### src/rtl/core/i2cm_pkg.sv
// ----------------------------------------------------------------------------
// i2cm_pkg: shared types and constants of the I2C master byte engine
// Op codes, phase codes and the result record passed from the sequencer.
// ----------------------------------------------------------------------------
package i2cm_pkg;

   localparam int BYTE_BITS = 8;

   localparam logic [2:0] OP_TICK  = 3'd0;
   localparam logic [2:0] OP_START = 3'd1;
   localparam logic [2:0] OP_STOP  = 3'd2;
   localparam logic [2:0] OP_WRITE = 3'd3;
   localparam logic [2:0] OP_READ  = 3'd4;

   // active command uses the op codes, with the tick code meaning idle
   localparam logic [2:0] CMD_IDLE = OP_TICK;

   localparam logic [1:0] PH_SETUP = 2'd0;
   localparam logic [1:0] PH_HIGH  = 2'd1;
   localparam logic [1:0] PH_LOW   = 2'd2;

   // bit index of the acknowledge clock
   localparam logic [3:0] ACK_BIT = 4'(BYTE_BITS);

   localparam logic [7:0] TICKS_RESET = 8'd1;

   typedef struct packed {
      logic       cmd_rejected;
      logic       ack_missing;
      logic [7:0] rd_data;
      logic       done_res;
      logic       busy_res;
      logic       sda_out;
      logic       scl_out;
   } rsp_type;

endpackage

### src/rtl/core/i2cm_seq.sv
// ----------------------------------------------------------------------------
// i2cm_seq: command and phase sequencer
// Holds the bus state, steps it once per accepted item and forms the result.
// ----------------------------------------------------------------------------
module i2cm_seq (
   input  logic             clock,
   input  logic             reset,
   input  logic             item_accept,
   input  logic [2:0]       op,
   input  logic [7:0]       wr_data,
   input  logic             send_ack,
   input  logic             sda_in,
   input  logic [7:0]       phase_ticks,
   output i2cm_pkg::rsp_type rsp
);
   import i2cm_pkg::*;

   logic [2:0] cmd_ff,   cmd_in;
   logic [1:0] phase_ff, phase_in;
   logic [3:0] bit_ff,   bit_in;
   logic [7:0] shift_ff, shift_in;
   logic [7:0] tick_ff,  tick_in;
   logic [1:0] lines_ff, lines_in;
   logic       ackc_ff,  ackc_in;
   logic       acks_ff,  acks_in;
   logic [7:0] rdh_ff,   rdh_in;

   logic [7:0] limit;
   logic       is_cmd;
   logic       byte_cmd;
   logic       done;
   logic       rejected;

   // line levels: bit 1 SCL, bit 0 SDA
   function automatic logic [1:0] drive_lines(input logic [2:0] cmd, input logic [1:0] ph,
                                              input logic [3:0] bi, input logic [7:0] sb,
                                              input logic ack, input logic [1:0] cur);
      logic       scl;
      logic [1:0] lv;
      scl = (ph == PH_HIGH);
      case (cmd)
         OP_START: begin
            lv = (ph == PH_SETUP) ? 2'b11 : ((ph == PH_HIGH) ? 2'b10 : 2'b00);
         end
         OP_STOP: begin
            lv = (ph == PH_SETUP) ? 2'b00 : ((ph == PH_HIGH) ? 2'b10 : 2'b11);
         end
         OP_WRITE: begin
            lv = {scl, (bi < ACK_BIT) ? sb[7] : 1'b1};
         end
         OP_READ: begin
            lv = {scl, (bi < ACK_BIT) ? 1'b1 : ~ack};
         end
         default: begin
            lv = cur;
         end
      endcase
      return lv;
   endfunction

   assign limit    = (phase_ticks == 8'd0) ? 8'd1 : phase_ticks;
   assign is_cmd   = (op inside {OP_START, OP_STOP, OP_WRITE, OP_READ});
   assign byte_cmd = (cmd_ff inside {OP_WRITE, OP_READ});

   always_comb begin
      cmd_in   = cmd_ff;
      phase_in = phase_ff;
      bit_in   = bit_ff;
      shift_in = shift_ff;
      tick_in  = tick_ff;
      lines_in = lines_ff;
      ackc_in  = ackc_ff;
      acks_in  = acks_ff;
      rdh_in   = rdh_ff;
      done     = 1'b0;
      rejected = 1'b0;
      if (cmd_ff == CMD_IDLE) begin
         if (is_cmd) begin
            cmd_in   = op;
            phase_in = PH_SETUP;
            bit_in   = 4'd0;
            tick_in  = 8'd0;
            shift_in = (op == OP_WRITE) ? wr_data : 8'd0;
            ackc_in  = send_ack;
            lines_in = drive_lines(op, PH_SETUP, 4'd0, shift_in, send_ack, lines_ff);
         end
      end else if (is_cmd) begin
         rejected = 1'b1;
      end else begin
         tick_in = tick_ff + 8'd1;
         if (tick_in >= limit) begin
            tick_in = 8'd0;
            // sample at the end of SCL high
            if (byte_cmd && phase_ff == PH_HIGH) begin
               if (cmd_ff == OP_READ && bit_ff < ACK_BIT) begin
                  shift_in = {shift_ff[6:0], sda_in};
               end else if (cmd_ff == OP_WRITE && bit_ff >= ACK_BIT) begin
                  acks_in = sda_in;
               end
            end
            if (phase_ff != PH_LOW) begin
               phase_in = phase_ff + 2'd1;
               lines_in = drive_lines(cmd_ff, phase_in, bit_ff, shift_in, ackc_ff, lines_ff);
            end else if (!byte_cmd || bit_ff >= ACK_BIT) begin
               if (cmd_ff == OP_READ) begin
                  rdh_in = shift_in;
               end
               cmd_in   = CMD_IDLE;
               phase_in = PH_SETUP;
               bit_in   = 4'd0;
               done     = 1'b1;
            end else begin
               bit_in = bit_ff + 4'd1;
               if (cmd_ff == OP_WRITE) begin
                  shift_in = {shift_in[6:0], 1'b0};
               end
               phase_in = PH_SETUP;
               lines_in = drive_lines(cmd_ff, PH_SETUP, bit_in, shift_in, ackc_ff, lines_ff);
            end
         end
      end
   end

   always_ff @(posedge clock) begin
      if (reset) begin
         cmd_ff   <= CMD_IDLE;
         phase_ff <= PH_SETUP;
         bit_ff   <= 4'd0;
         shift_ff <= 8'd0;
         tick_ff  <= 8'd0;
         lines_ff <= 2'b11;
         ackc_ff  <= 1'b0;
         acks_ff  <= 1'b0;
         rdh_ff   <= 8'd0;
      end else if (item_accept) begin
         cmd_ff   <= cmd_in;
         phase_ff <= phase_in;
         bit_ff   <= bit_in;
         shift_ff <= shift_in;
         tick_ff  <= tick_in;
         lines_ff <= lines_in;
         ackc_ff  <= ackc_in;
         acks_ff  <= acks_in;
         rdh_ff   <= rdh_in;
      end
   end

   assign rsp.scl_out      = lines_in[1];
   assign rsp.sda_out      = lines_in[0];
   assign rsp.busy_res     = (cmd_in != CMD_IDLE);
   assign rsp.done_res     = done;
   assign rsp.rd_data      = rdh_in;
   assign rsp.ack_missing  = acks_in;
   assign rsp.cmd_rejected = rejected;

   a_idle_clean: assert property (@(posedge clock) disable iff (reset)
      (cmd_ff == CMD_IDLE) |-> (phase_ff == PH_SETUP && bit_ff == 4'd0 && tick_ff == 8'd0))
      else $error("idle with sequencer counters not cleared");

   a_bit_range: assert property (@(posedge clock) disable iff (reset)
      (bit_ff <= ACK_BIT) && (phase_ff != 2'd3))
      else $error("bit or phase index out of range");

   a_reject_holds: assert property (@(posedge clock) disable iff (reset)
      (item_accept && rejected) |=> ($stable(cmd_ff) && $stable(phase_ff) && $stable(tick_ff)))
      else $error("rejected command changed the sequencer");

   a_done_idle: assert property (@(posedge clock) disable iff (reset)
      (item_accept && done) |=> (cmd_ff == CMD_IDLE))
      else $error("command finished but engine not idle");

endmodule

### src/rtl/core/i2c_master_byte_engine.sv
// The sequencer steps at most one line phase per item; results are registered for rsp.
// Throughput: one item per cycle while the skid entry is empty (req_tready high).
// A two-entry output stage keeps accepting while one result waits for rsp_tready.
// Reset (synchronous, active high): idle, lines released high, phase_ticks = 1,
// received byte and ack status cleared, output stage empty.
// ----------------------------------------------------------------------------
// i2c_master_byte_engine: single-master I2C byte engine
// Stream front end, configuration register and output skid around the sequencer.
// ----------------------------------------------------------------------------
module i2c_master_byte_engine (
   input  logic        clock,
   input  logic        reset,
   input  logic        req_tvalid,
   output logic        req_tready,
   input  logic [15:0] req_tdata,   // wr_data[7:0], send_ack[8], sda_in[9], zero[15:10]
   input  logic [2:0]  req_tuser,   // op[2:0]
   output logic        rsp_tvalid,
   input  logic        rsp_tready,
   output logic [15:0] rsp_tdata,   // scl_out[0], sda_out[1], busy_res[2], done_res[3],
                                    // rd_data[11:4], ack_missing[12], cmd_rejected[13],
                                    // zero[15:14]
   input  logic        csr_wr_en,
   input  logic [7:0]  csr_wr_data
);
   import i2cm_pkg::*;

   logic [7:0] ticks_ff;
   logic       accept;
   rsp_type    seq_rsp;
   rsp_type    out_ff;
   rsp_type    skid_ff;
   logic       out_valid_ff;
   logic       skid_valid_ff;
   logic       out_free;

   assign req_tready = ~skid_valid_ff;
   assign accept     = req_tvalid & req_tready;
   assign out_free   = ~out_valid_ff | rsp_tready;

   always_ff @(posedge clock) begin
      if (reset) begin
         ticks_ff <= TICKS_RESET;
      end else if (csr_wr_en) begin
         ticks_ff <= csr_wr_data;
      end
   end

   i2cm_seq u_seq (
      .clock       (clock),
      .reset       (reset),
      .item_accept (accept),
      .op          (req_tuser),
      .wr_data     (req_tdata[7:0]),
      .send_ack    (req_tdata[8]),
      .sda_in      (req_tdata[9]),
      .phase_ticks (ticks_ff),
      .rsp         (seq_rsp)
   );

   always_ff @(posedge clock) begin
      if (reset) begin
         out_valid_ff  <= 1'b0;
         skid_valid_ff <= 1'b0;
      end else if (out_free) begin
         out_valid_ff  <= skid_valid_ff | accept;
         skid_valid_ff <= 1'b0;
      end else if (accept) begin
         skid_valid_ff <= 1'b1;
      end
   end

   always_ff @(posedge clock) begin
      if (out_free) begin
         out_ff <= skid_valid_ff ? skid_ff : seq_rsp;
      end else if (accept) begin
         skid_ff <= seq_rsp;
      end
   end

   assign rsp_tvalid = out_valid_ff;
   assign rsp_tdata  = {2'b00, out_ff};

   a_skid_order: assert property (@(posedge clock) disable iff (reset)
      skid_valid_ff |-> out_valid_ff)
      else $error("skid entry held with output register empty");

   a_skid_drain: assert property (@(posedge clock) disable iff (reset)
      (skid_valid_ff && rsp_tready) |=> (out_valid_ff && !skid_valid_ff))
      else $error("skid entry not moved to output");

   a_skid_fill: assert property (@(posedge clock) disable iff (reset)
      (out_valid_ff && !rsp_tready && accept) |=> skid_valid_ff)
      else $error("item accepted under stall but not held");

endmodule
### config.mk
export PLATFORM = sky130hd
export DESIGN_NAME = i2c_master_byte_engine
export DESIGN_NICKNAME = d
export VERILOG_FILES = /design/src/rtl/core/i2cm_pkg.sv /design/src/rtl/core/i2cm_seq.sv /design/src/rtl/core/i2c_master_byte_engine.sv
export SDC_FILE = /design/constraint.sdc
export NUM_CORES = 1
export LEC_CHECK = 0
export BUFFER_PORTS_ARGS = -buffer_cell sky130_fd_sc_hd__buf_4
export CORE_ASPECT_RATIO = 0.75
export CORE_MARGIN = 3
export CORE_UTILIZATION = 55
export CTS_BUF_LIST = sky130_fd_sc_hd__clkbuf_4
export CTS_CLUSTER_DIAMETER = 40
export CTS_CLUSTER_SIZE = 12
export DETAILED_ROUTE_END_ITERATION = 6
export PLACE_DENSITY = 0.79
export SETUP_SLACK_MARGIN = 0.4
export SLEW_MARGIN = 0
export SYNTH_ARGS = -nofsm -noshare
export SYNTH_HDL_FRONTEND = slang
export SYNTH_HIERARCHICAL = 1
export SYNTH_SLANG_ARGS = --single-unit
### constraint.sdc
create_clock -name clock -period 3.4 [get_ports clock]
set_input_delay 0.51 -clock clock [delete_from_list [all_inputs] [get_ports clock]]
set_output_delay 0.51 -clock clock [all_outputs]
set_load 0.05 [all_outputs]
Yosys cells after proc, flatten, opt, wreduce, memory -nomap -nowiden:

Cells that the tools add are included.
Widths: inputs -> output; s select.

* ROM bits: 0
* output and inout bits: 18
* word-level logic and storage cells: 141
* memories kept: 0
* latch bits: 0
* register bits: 75
* RAM bits: 0

* muxes and demuxes: 69
* multipliers: 0
* reductions and logical operators: 18
* divide/modulo/power cells: 0
* equal/unequal tests: 14
* shift-type cells: 0
* $add $sub $neg: 3
* bitwise operators: 7
* $lt $le $gt $ge: 4

Operators by type and width (number)
* $mux 8: 21
* $mux 2: 14
* $mux 4: 6
* $pmux 2 s4: 3
* $mux 1: 18
* $mux 3: 6
* $mux 14: 1
* $eq 3x2->1 const B: 4
* $add 8x1->8 const B: 1
* $ge 8x8->1: 1
* $logic_not 8->1: 1
* $lt 4x4->1 const B: 2
* $eq 3x1->1 const B: 2
* $eq 3x3->1 const B: 2
* $reduce_and 3->1: 2
* $reduce_and 5->1: 1
* $add 4x1->4 const B: 1
* $eq 2x1->1 const B: 2
* $ge 4x4->1 const B: 1
* $ne 2x1->1 const B: 2
* $ne 2x2->1 const B: 2
* $not 1->1: 4
* $reduce_and 4->1: 1
* $reduce_bool 2->1: 2
* other kinds (12): 15

Depth between registers and ports, before layout:

Gate-level depths: netlist (run 1).

* depth in word-level cells: 13
* depth in mapped cells: 14
* gate-level depth less buffers: 12

Modules after synthesis:

The synthesis (run 1) kept the hierarchy.

Modules (own cells, without submodules)
* i2cm_seq: cells each 349, seq. area each 740.7 µm², times used 1, area each 2723.9 µm²
* i2c_master_byte_engine: cells each 82, seq. area each 1041.0 µm², times used 1, area each 1431.4 µm²

Worst setup path after synthesis (run 1):

OpenSTA, ideal clock, no wires.

* path kind: reg-to-reg
* from: register u_seq.tick_ff[0]
* to: register out_ff, in the netlist rsp_tdata[12], data pin
* cell stages (with the launch flop): 15
* slack: -0.052 ns
* setup time: 0.260 ns
* required time: 3.140 ns
* path buffers: 2
* arrival time: 3.193 ns
* path through: dfxtp_1 ha_1 nand3_1 and2_1 or2_2 ha_1 a211o_1 a21oi_1 o211ai_2 and2_1 clkbuf_1 nand2_1 mux2_2 buf_4 mux2_2

* longest elaborated chain between the ends: 6

RTL lines
* start, declared: line i2cm_seq.sv:22 `logic [7:0] tick_ff, tick_in;`
* start signal, assigned: line i2cm_seq.sv:140 `tick_ff <= tick_in;`
* $add 8x1->8: line i2cm_seq.sv:90 `tick_in = tick_ff + 8'd1;`
* $ge 8x8->1: line i2cm_seq.sv:91 `if (tick_in >= limit) begin`
* $mux 1: line i2cm_seq.sv:91
* $mux 1: line i2cm_seq.sv:87 `end else if (is_cmd) begin`
* $mux 1: line i2cm_seq.sv:77 `if (cmd_ff == CMD_IDLE) begin`
* net u_seq.acks_in: line i2cm_seq.sv:25 `logic acks_ff, acks_in;`
* $mux 14: line i2c_master_byte_engine.sv:74 `out_ff <= skid_valid_ff ? skid_ff : seq_rsp;`
* end signal, assigned: line i2c_master_byte_engine.sv:74
* end, declared: line i2c_master_byte_engine.sv:30 `rsp_type out_ff;`

The timed path passes the listed nets, and every way through them passes these cells.
A chain may end at the register's enable or synchronous reset.

==> results of run 1 <==
==> state kept, by name, summed over array words and instances (netlist names), 2 cells and up <==
signal,flops
ticks_ff,8
u_seq/bit_ff,4
u_seq/tick_ff,8
u_seq/phase_ff,2
u_seq/rdh_ff,8
rsp_tdata,14
skid_ff,14
u_seq/cmd_ff,3
u_seq/lines_ff,2
u_seq/shift_ff,8
==> kinds of logic (layout without fill, tap and decap cells) <==
| group | after synthesis | count (layout) | share of synthesized area |
|---|---|---|---|
| adders and majority gates | 20 | 20 | 0.0596 |
| other | 1 | 2 | 0.000902 |
| muxes | 37 | 37 | 0.0997 |
| xor gates and xnor gates | 5 | 5 | 0.0105 |
| and+or+nand+nor | 126 | 126 | 0.152 |
| DFF | 75 | 75 | 0.429 |
| AOI/OAI and AO/OA | 115 | 115 | 0.185 |
| buffers and inverters | 52 | 102 | 0.0632 |
==> power by group through the flow <==
stage                     combinational [W]  sequential, W  clock, W
after CTS                          0.000445        0.00101  0.000567
after detailed placement           0.000428        0.00103         0
after global placement             0.000417        0.00102         0
final                              0.000478        0.00101  0.000558
after floorplan                    0.000247        0.00108         0
after global routing               0.000514        0.00101  0.000613
==> routing by layer <==
metal,vias to the layer above,track usage,share of wire
li1,1662,-,-
met4,0,0.0699,0.015
met3,20,0.0508,0.081
met5,-,0,0
met1,1599,0.310,0.44
met2,158,0.370,0.46
==> per-stage QoR <==
step,util,hold slack [ns]
finish,0.692,0.275
global placement,0.643,0.467
detailed placement,0.643,0.481
global route,0.692,0.256
CTS,0.672,0.267
floorplan,-,0.454
==> final cells by class <==
type,instances,area (um2),share of cell area
well taps,98,123,0.0251
clock buffers,9,67.6,0.0138
inverters,21,78.8,0.0161
multi-input cells,305,2260,0.462
flip-flops and latches,75,1790,0.367
repair buffers,65,492,0.101
clock inverters,7,76.3,0.0156
==> what timing repair did <==
action	4_1_cts	5_1_grt
setup buffers	2	12
gates resized for setup	11	13
endpoints found under the setup margin	15	18
pin swaps	1	8
==> worst max-delay path, delay by kind of cell, from the launching register on <==
kind / cells / cell delay, ns
xor+xnor: 1 / 0.18
simple gates: 6 / 0.93
compound gates: 3 / 0.53
flops: 1 / 0.40
mux: 1 / 0.30
fa+ha+maj: 1 / 0.34
==> Yosys cell counts (all sizes together) (7+ instances only) <==
library cell  number
dfxtp             47
inv               21
nand3             13
o21ai             36
ha                19
mux2              17
nor2              34
edfxtp            28
nand2             33
clkbuf            15
o211ai             7
mux2i             20
a21oi             23
nand2b             9
buf               16
a211oi             7
==> how the worst min path moves through the flow <==
stage / depth (start not counted) / endpoint / startpoint / slack [ns]
floorplan: 2 / u_seq/rdh_ff[7] / u_seq/rdh_ff[7] / 0.45
global placement: 2 / u_seq/rdh_ff[7] / u_seq/rdh_ff[7] / 0.47
detailed placement: 2 / u_seq/rdh_ff[7] / u_seq/rdh_ff[7] / 0.48
CTS: 2 / ticks_ff[0] / csr_wr_data[0] / 0.27
global route: 2 / ticks_ff[0] / csr_wr_data[0] / 0.26
finish: 2 / ticks_ff[0] / csr_wr_data[0] / 0.28
==> impl_metrics.yaml, run 1 <==
detailed_routing:
  postRouteAntennaNets: 0
  viasPerCell: 5.93
  drc_errors: 0
  drt_first_pass_iters: 5
  wl_per_cell_um: 16.7
  finalWirelength_mm: 9.68
  vias: 3439
  drt_iter0_drc: 374
power_and_ir_drop:
  switching_power_w: 0.000661
  power_w: 0.00204
  switching_share: 0.323
  p_int_w: 0.00138
  p_per_area_mw_per_mm2: 418
  leakage_nw: 1.96
  ir_drop_uv: 233
  combPwrFrac: 0.234
  pwr-share-clk: 0.273
  p_seq_frac: 0.493
logic_synthesis:
  yosys_warnings: 6
  async_reset_ff_frac: 0
  synth_edf_count: 28
  syn_inst: 431
  syn_avg_cell_area_um2: 9.64
  synth_ff_type: "dfxtp_1"
  syn_area_mm2: 0.00416
  seq_area_frac_synth: 0.429
  synth_top_area_frac: 0.226
  yosys_register_bits: 75
  synthDistinctLibCells: 66
  synthTopCellsByArea: "dfxtp_1, edfxtp_1, ha_1"
  synth_top_area_cell: "dfxtp_1"
outcome:
  outcome: "finished, final reports clean"
setup_path:
  cp-endpoint: "rsp_tdata[2]"
  required_ns: 3.58
  r2r_cells: 12
  timing.rr.end: "rsp_tdata[2]"
  path_class: "register to register"
  cp_cell_sequence: "and3_1 -> and3_4 -> nand3_1 -> xnor2_2 -> ha_2 -> nor2_2 -> a21oi_4 -> and2_4 -> nand2_1 -> o21ai_2 -> o2111ai_2 -> mux2_2"
  worstPathMaxFanout: 6
  end_kind: "register"
  r2r_start: "u_seq/tick_ff[2]"
  r2r_setup_slack_ns: 0.48
  cpMaxStageDelayCell: "dfxtp_4"
  cp.arrival_ns: 3.10
  worst_path_largest_cell_delay_ns: 0.40
  cp-startpoint: "u_seq/tick_ff[2]"
  crit_path_start_kind: "register"
clock_network:
  htree_num_levels: 3
  cts_sinks: 75
  clk_pin_slew_ns: 0.13
  clock_path_buffers: 2
  cts_tree: "built"
  hold_buffers: 0
  clkLatencyLatePin_ns: 0.42
  cts-root-buf: "clkbuf_4"
  cts_buffers: 9
cells_and_area:
  n_fill_cell: 547
  nets: 528
  layout_common_cells: "buf_4, dfxtp_1, nor2_1, o21ai_0, nand2_1"
  finalInstanceArea_mm2: 0.00489
  stdcell_count: 580
  final_common_cell: "buf_4"
  area_growth_pct: 17.6
  drive_gt1_frac: 0.268
  diodes: 0
place:
  portBuffers: 41
  place.gp.congestion: 0.895
  place_ws_ns: 0.168
  postPlaceCellArea_mm2: 0.00454
  dp.cells: 550
  post-dp-hpwl_mm: 6.86
global_route:
  grt_max_degree: 47
  grt_overflow_total: 0
  gr-usage-all-layers: 0.229
  grt_antenna_before_repair: 0
  grt_pass1_vias: 3081
  grt_first_pass_wirelength_mm: 15.5
sta:
  tightest_slew_ns: 0.806
  rsz0062_at_grt: "true"
  maxSlewViolCount: 0
  fin_skew_ns: 0.0134
  setup_ws_ns: 0.480
  min_period_ns: 2.92
  setup_violations: 0
  fin_setup_tns_ns: 0
  hold_viol: 0
  post-route-period-util: 0.859
  slew_headroom: 0.461
  fmax_mhz: 342
floorplan:
  die_area_mm2: 0.00864
  die_w_um: 106
  start_util: 0.589
  core-area_mm2: 0.00706
  ios: 50
  num_rows: 26
  die_h_um: 81.3
min_path:
  min_path_type: "input pin to register"
job:
  cap_violations: 0
No activity file was read; power rests on OpenSTA's default activity.
==> run 2, diff against run 1 <==
- ABC_AREA: unset -> 1
==> impl_metrics.yaml, run 2 <==
outcome:
  outcome: "finished, final reports clean"
global_route:
  grt_pass1_vias: 3224
  grt_max_degree: 31
  grt_antenna_before_repair: 0
  grt_first_pass_wirelength_mm: 15.0
  grt_overflow_total: 0
  gr-usage-all-layers: 0.214
sta:
  fin_skew_ns: 0.0148
  fin_setup_tns_ns: 0
  fmax_mhz: 341
  slew_headroom: 0.555
  setup_ws_ns: 0.468
  maxSlewViolCount: 0
  rsz0062_at_grt: "true"
  setup_violations: 0
  hold_viol: 0
  tightest_slew_ns: 0.667
  min_period_ns: 2.93
  post-route-period-util: 0.862
place:
  place.gp.congestion: 0.931
  place_ws_ns: 0.352
  dp.cells: 685
  postPlaceCellArea_mm2: 0.00464
  portBuffers: 41
  post-dp-hpwl_mm: 6.84
cells_and_area:
  nets: 650
  final_common_cell: "nand2_1"
  n_fill_cell: 636
  finalInstanceArea_mm2: 0.00487
  drive_gt1_frac: 0.199
  area_growth_pct: 12.7
  layout_common_cells: "nand2_1, inv_1, nor2_1"
  stdcell_count: 705
  diodes: 0
setup_path:
  worst_path_largest_cell_delay_ns: 0.40
  cp.arrival_ns: 3.14
  worstPathMaxFanout: 7
  path_class: "register to register"
  r2r_cells: 15
  end_kind: "register"
  cp_cell_sequence: "nand3_1 -> nand3b_1 -> nand3b_1 -> xnor2_1 -> ha_1 -> a21o_1 -> nor2_1 -> nand3_4 -> nand2_1 -> o21ai_0 -> nand2_1 -> nand3_1 -> nand3b_1 -> nand2_4 -> nand2_2"
  cpMaxStageDelayCell: "dfxtp_4"
  required_ns: 3.61
  crit_path_start_kind: "register"
  crit_top_cell: "nand3b_1"
logic_synthesis:
  yosys_register_bits: 75
  syn_inst: 556
  muxShareOfSynthArea: 0
  yosys.area_share.xor_xnor: 0.0142
  syn_avg_cell_area_um2: 7.77
  synth_compound_area_frac: 0.107
  synth_top_family_by_area: "simple AND/OR/NAND/NOR gates"
  yosysMostFrequentCell: "nand2_1"
  syn_area_mm2: 0.00432
  synthTopCellsByArea: "dfxtp_1, edfxtp_1, nand2_1"
  synth_top_area_cell: "dfxtp_1"
  synthSimpleGateAreaFrac: 0.307
  async_reset_ff_frac: 0
  synthDistinctLibCells: 44
  synth_top_area_frac: 0.218
  synthTopCellsByCount: "nand2_1, inv_1, nor2_1, dfxtp_1, a21oi_1"
  synth_fa_ha_area_frac: 0.0550
  synth_edf_count: 28
  yosys_warnings: 6
  seq_area_frac_synth: 0.412
  synth_ff_type: "dfxtp_1"
detailed_routing:
  drt_first_pass_iters: 5
  drt_iter0_drc: 329
  wl_per_cell_um: 13.3
  postRouteAntennaNets: 0
  drc_errors: 0
  vias: 3685
  finalWirelength_mm: 9.35
  viasPerCell: 5.23
clock_network:
  cts-root-buf: "clkbuf_4"
  cts_tree: "built"
  hold_buffers: 0
  cts_buffers: 9
  clk_pin_slew_ns: 0.13
  clock_path_buffers: 2
  htree_num_levels: 3
  clkLatencyLatePin_ns: 0.43
  cts_sinks: 75
floorplan:
  core-area_mm2: 0.00750
  ios: 50
  num_rows: 27
  start_util: 0.576
  die_w_um: 108
  die_area_mm2: 0.00897
  die_h_um: 82.8
job:
  cap_violations: 0
min_path:
  whs_path_depth: 3
  min_path_type: "input pin to register"
power_and_ir_drop:
  leakage_nw: 2.31
  ir_drop_uv: 220
  power_w: 0.00218
  p_per_area_mw_per_mm2: 449
==> run 2: kinds of logic after synthesis <==
group | Yosys count
buffers and inverters | 92
XOR/XNOR | 7
AO/OA/AOI/OAI | 80
flip-flops | 75
adder cells (fa/ha/maj) | 19
AND/OR/NAND/NOR | 282
other | 1
==> run 2: path summary, 6_finish.rpt <==
kind / startpoint / endpoint / slack, ns
hold / removal: csr_wr_data[0] / ticks_ff[0] / 0.30
hold reg to reg: ticks_ff[0] / ticks_ff[0] / 0.48
setup reg to reg: u_seq/tick_ff[0] / rsp_tdata[2] / 0.47
setup / recovery: u_seq/tick_ff[0] / rsp_tdata[2] / 0.47
==> run 2: final cells by class <==
| class | instances | area (um2) | share of cell area |
|---|---|---|---|
| Clock inverter | 7 | 100 | 0.0206 |
| Multi-Input combinational cell | 390 | 2130 | 0.437 |
| Tap cell | 101 | 126 | 0.0260 |
| Inverter | 73 | 284 | 0.0583 |
| Timing Repair Buffer | 50 | 375 | 0.0771 |
| Sequential cell | 75 | 1790 | 0.367 |
| Clock buffer | 9 | 67.6 | 0.0139 |
==> run 2: per-stage QoR <==
step	utilization	hold slack, ns
finish	0.649	0.295
global route	0.649	0.264
CTS	0.642	0.275
detailed placement	0.618	0.448
global placement	0.618	0.449
floorplan	-	0.430
==> run 2: where the power goes <==
part	switching, W	total (W)	internal [W]
Clock	0.000337	0.000641	0.000304
Sequential	0.0000373	0.00104	0.00100
Combinational	0.000342	0.000507	0.000165
==> run 2: what timing repair did <==
item / in CTS / in global routing
setup buffers: 0 / 4
pin swaps: 1 / 7
endpoints found under the setup margin: 1 / 9
gates resized for setup: 3 / 8
hold endpoints to repair: 0 / 0
==> run 2: layer usage <==
layer | global-route usage | part of all wire
met1 | 0.297 | 0.49
met4 | 0.0530 | 0.0092
met5 | 0 | 0
met3 | 0.0598 | 0.062
met2 | 0.331 | 0.44
==> run 2: worst max-delay path: cells and delay by family, from the launching register on <==
| kind | cells | cell delay (ns) |
|---|---|---|
| xor gates and xnor gates | 1 | 0.25 |
| AOI/OAI and AO/OA | 2 | 0.26 |
| adders and majority gates | 1 | 0.30 |
| DFF | 1 | 0.40 |
| and+or+nand+nor | 11 | 1.52 |
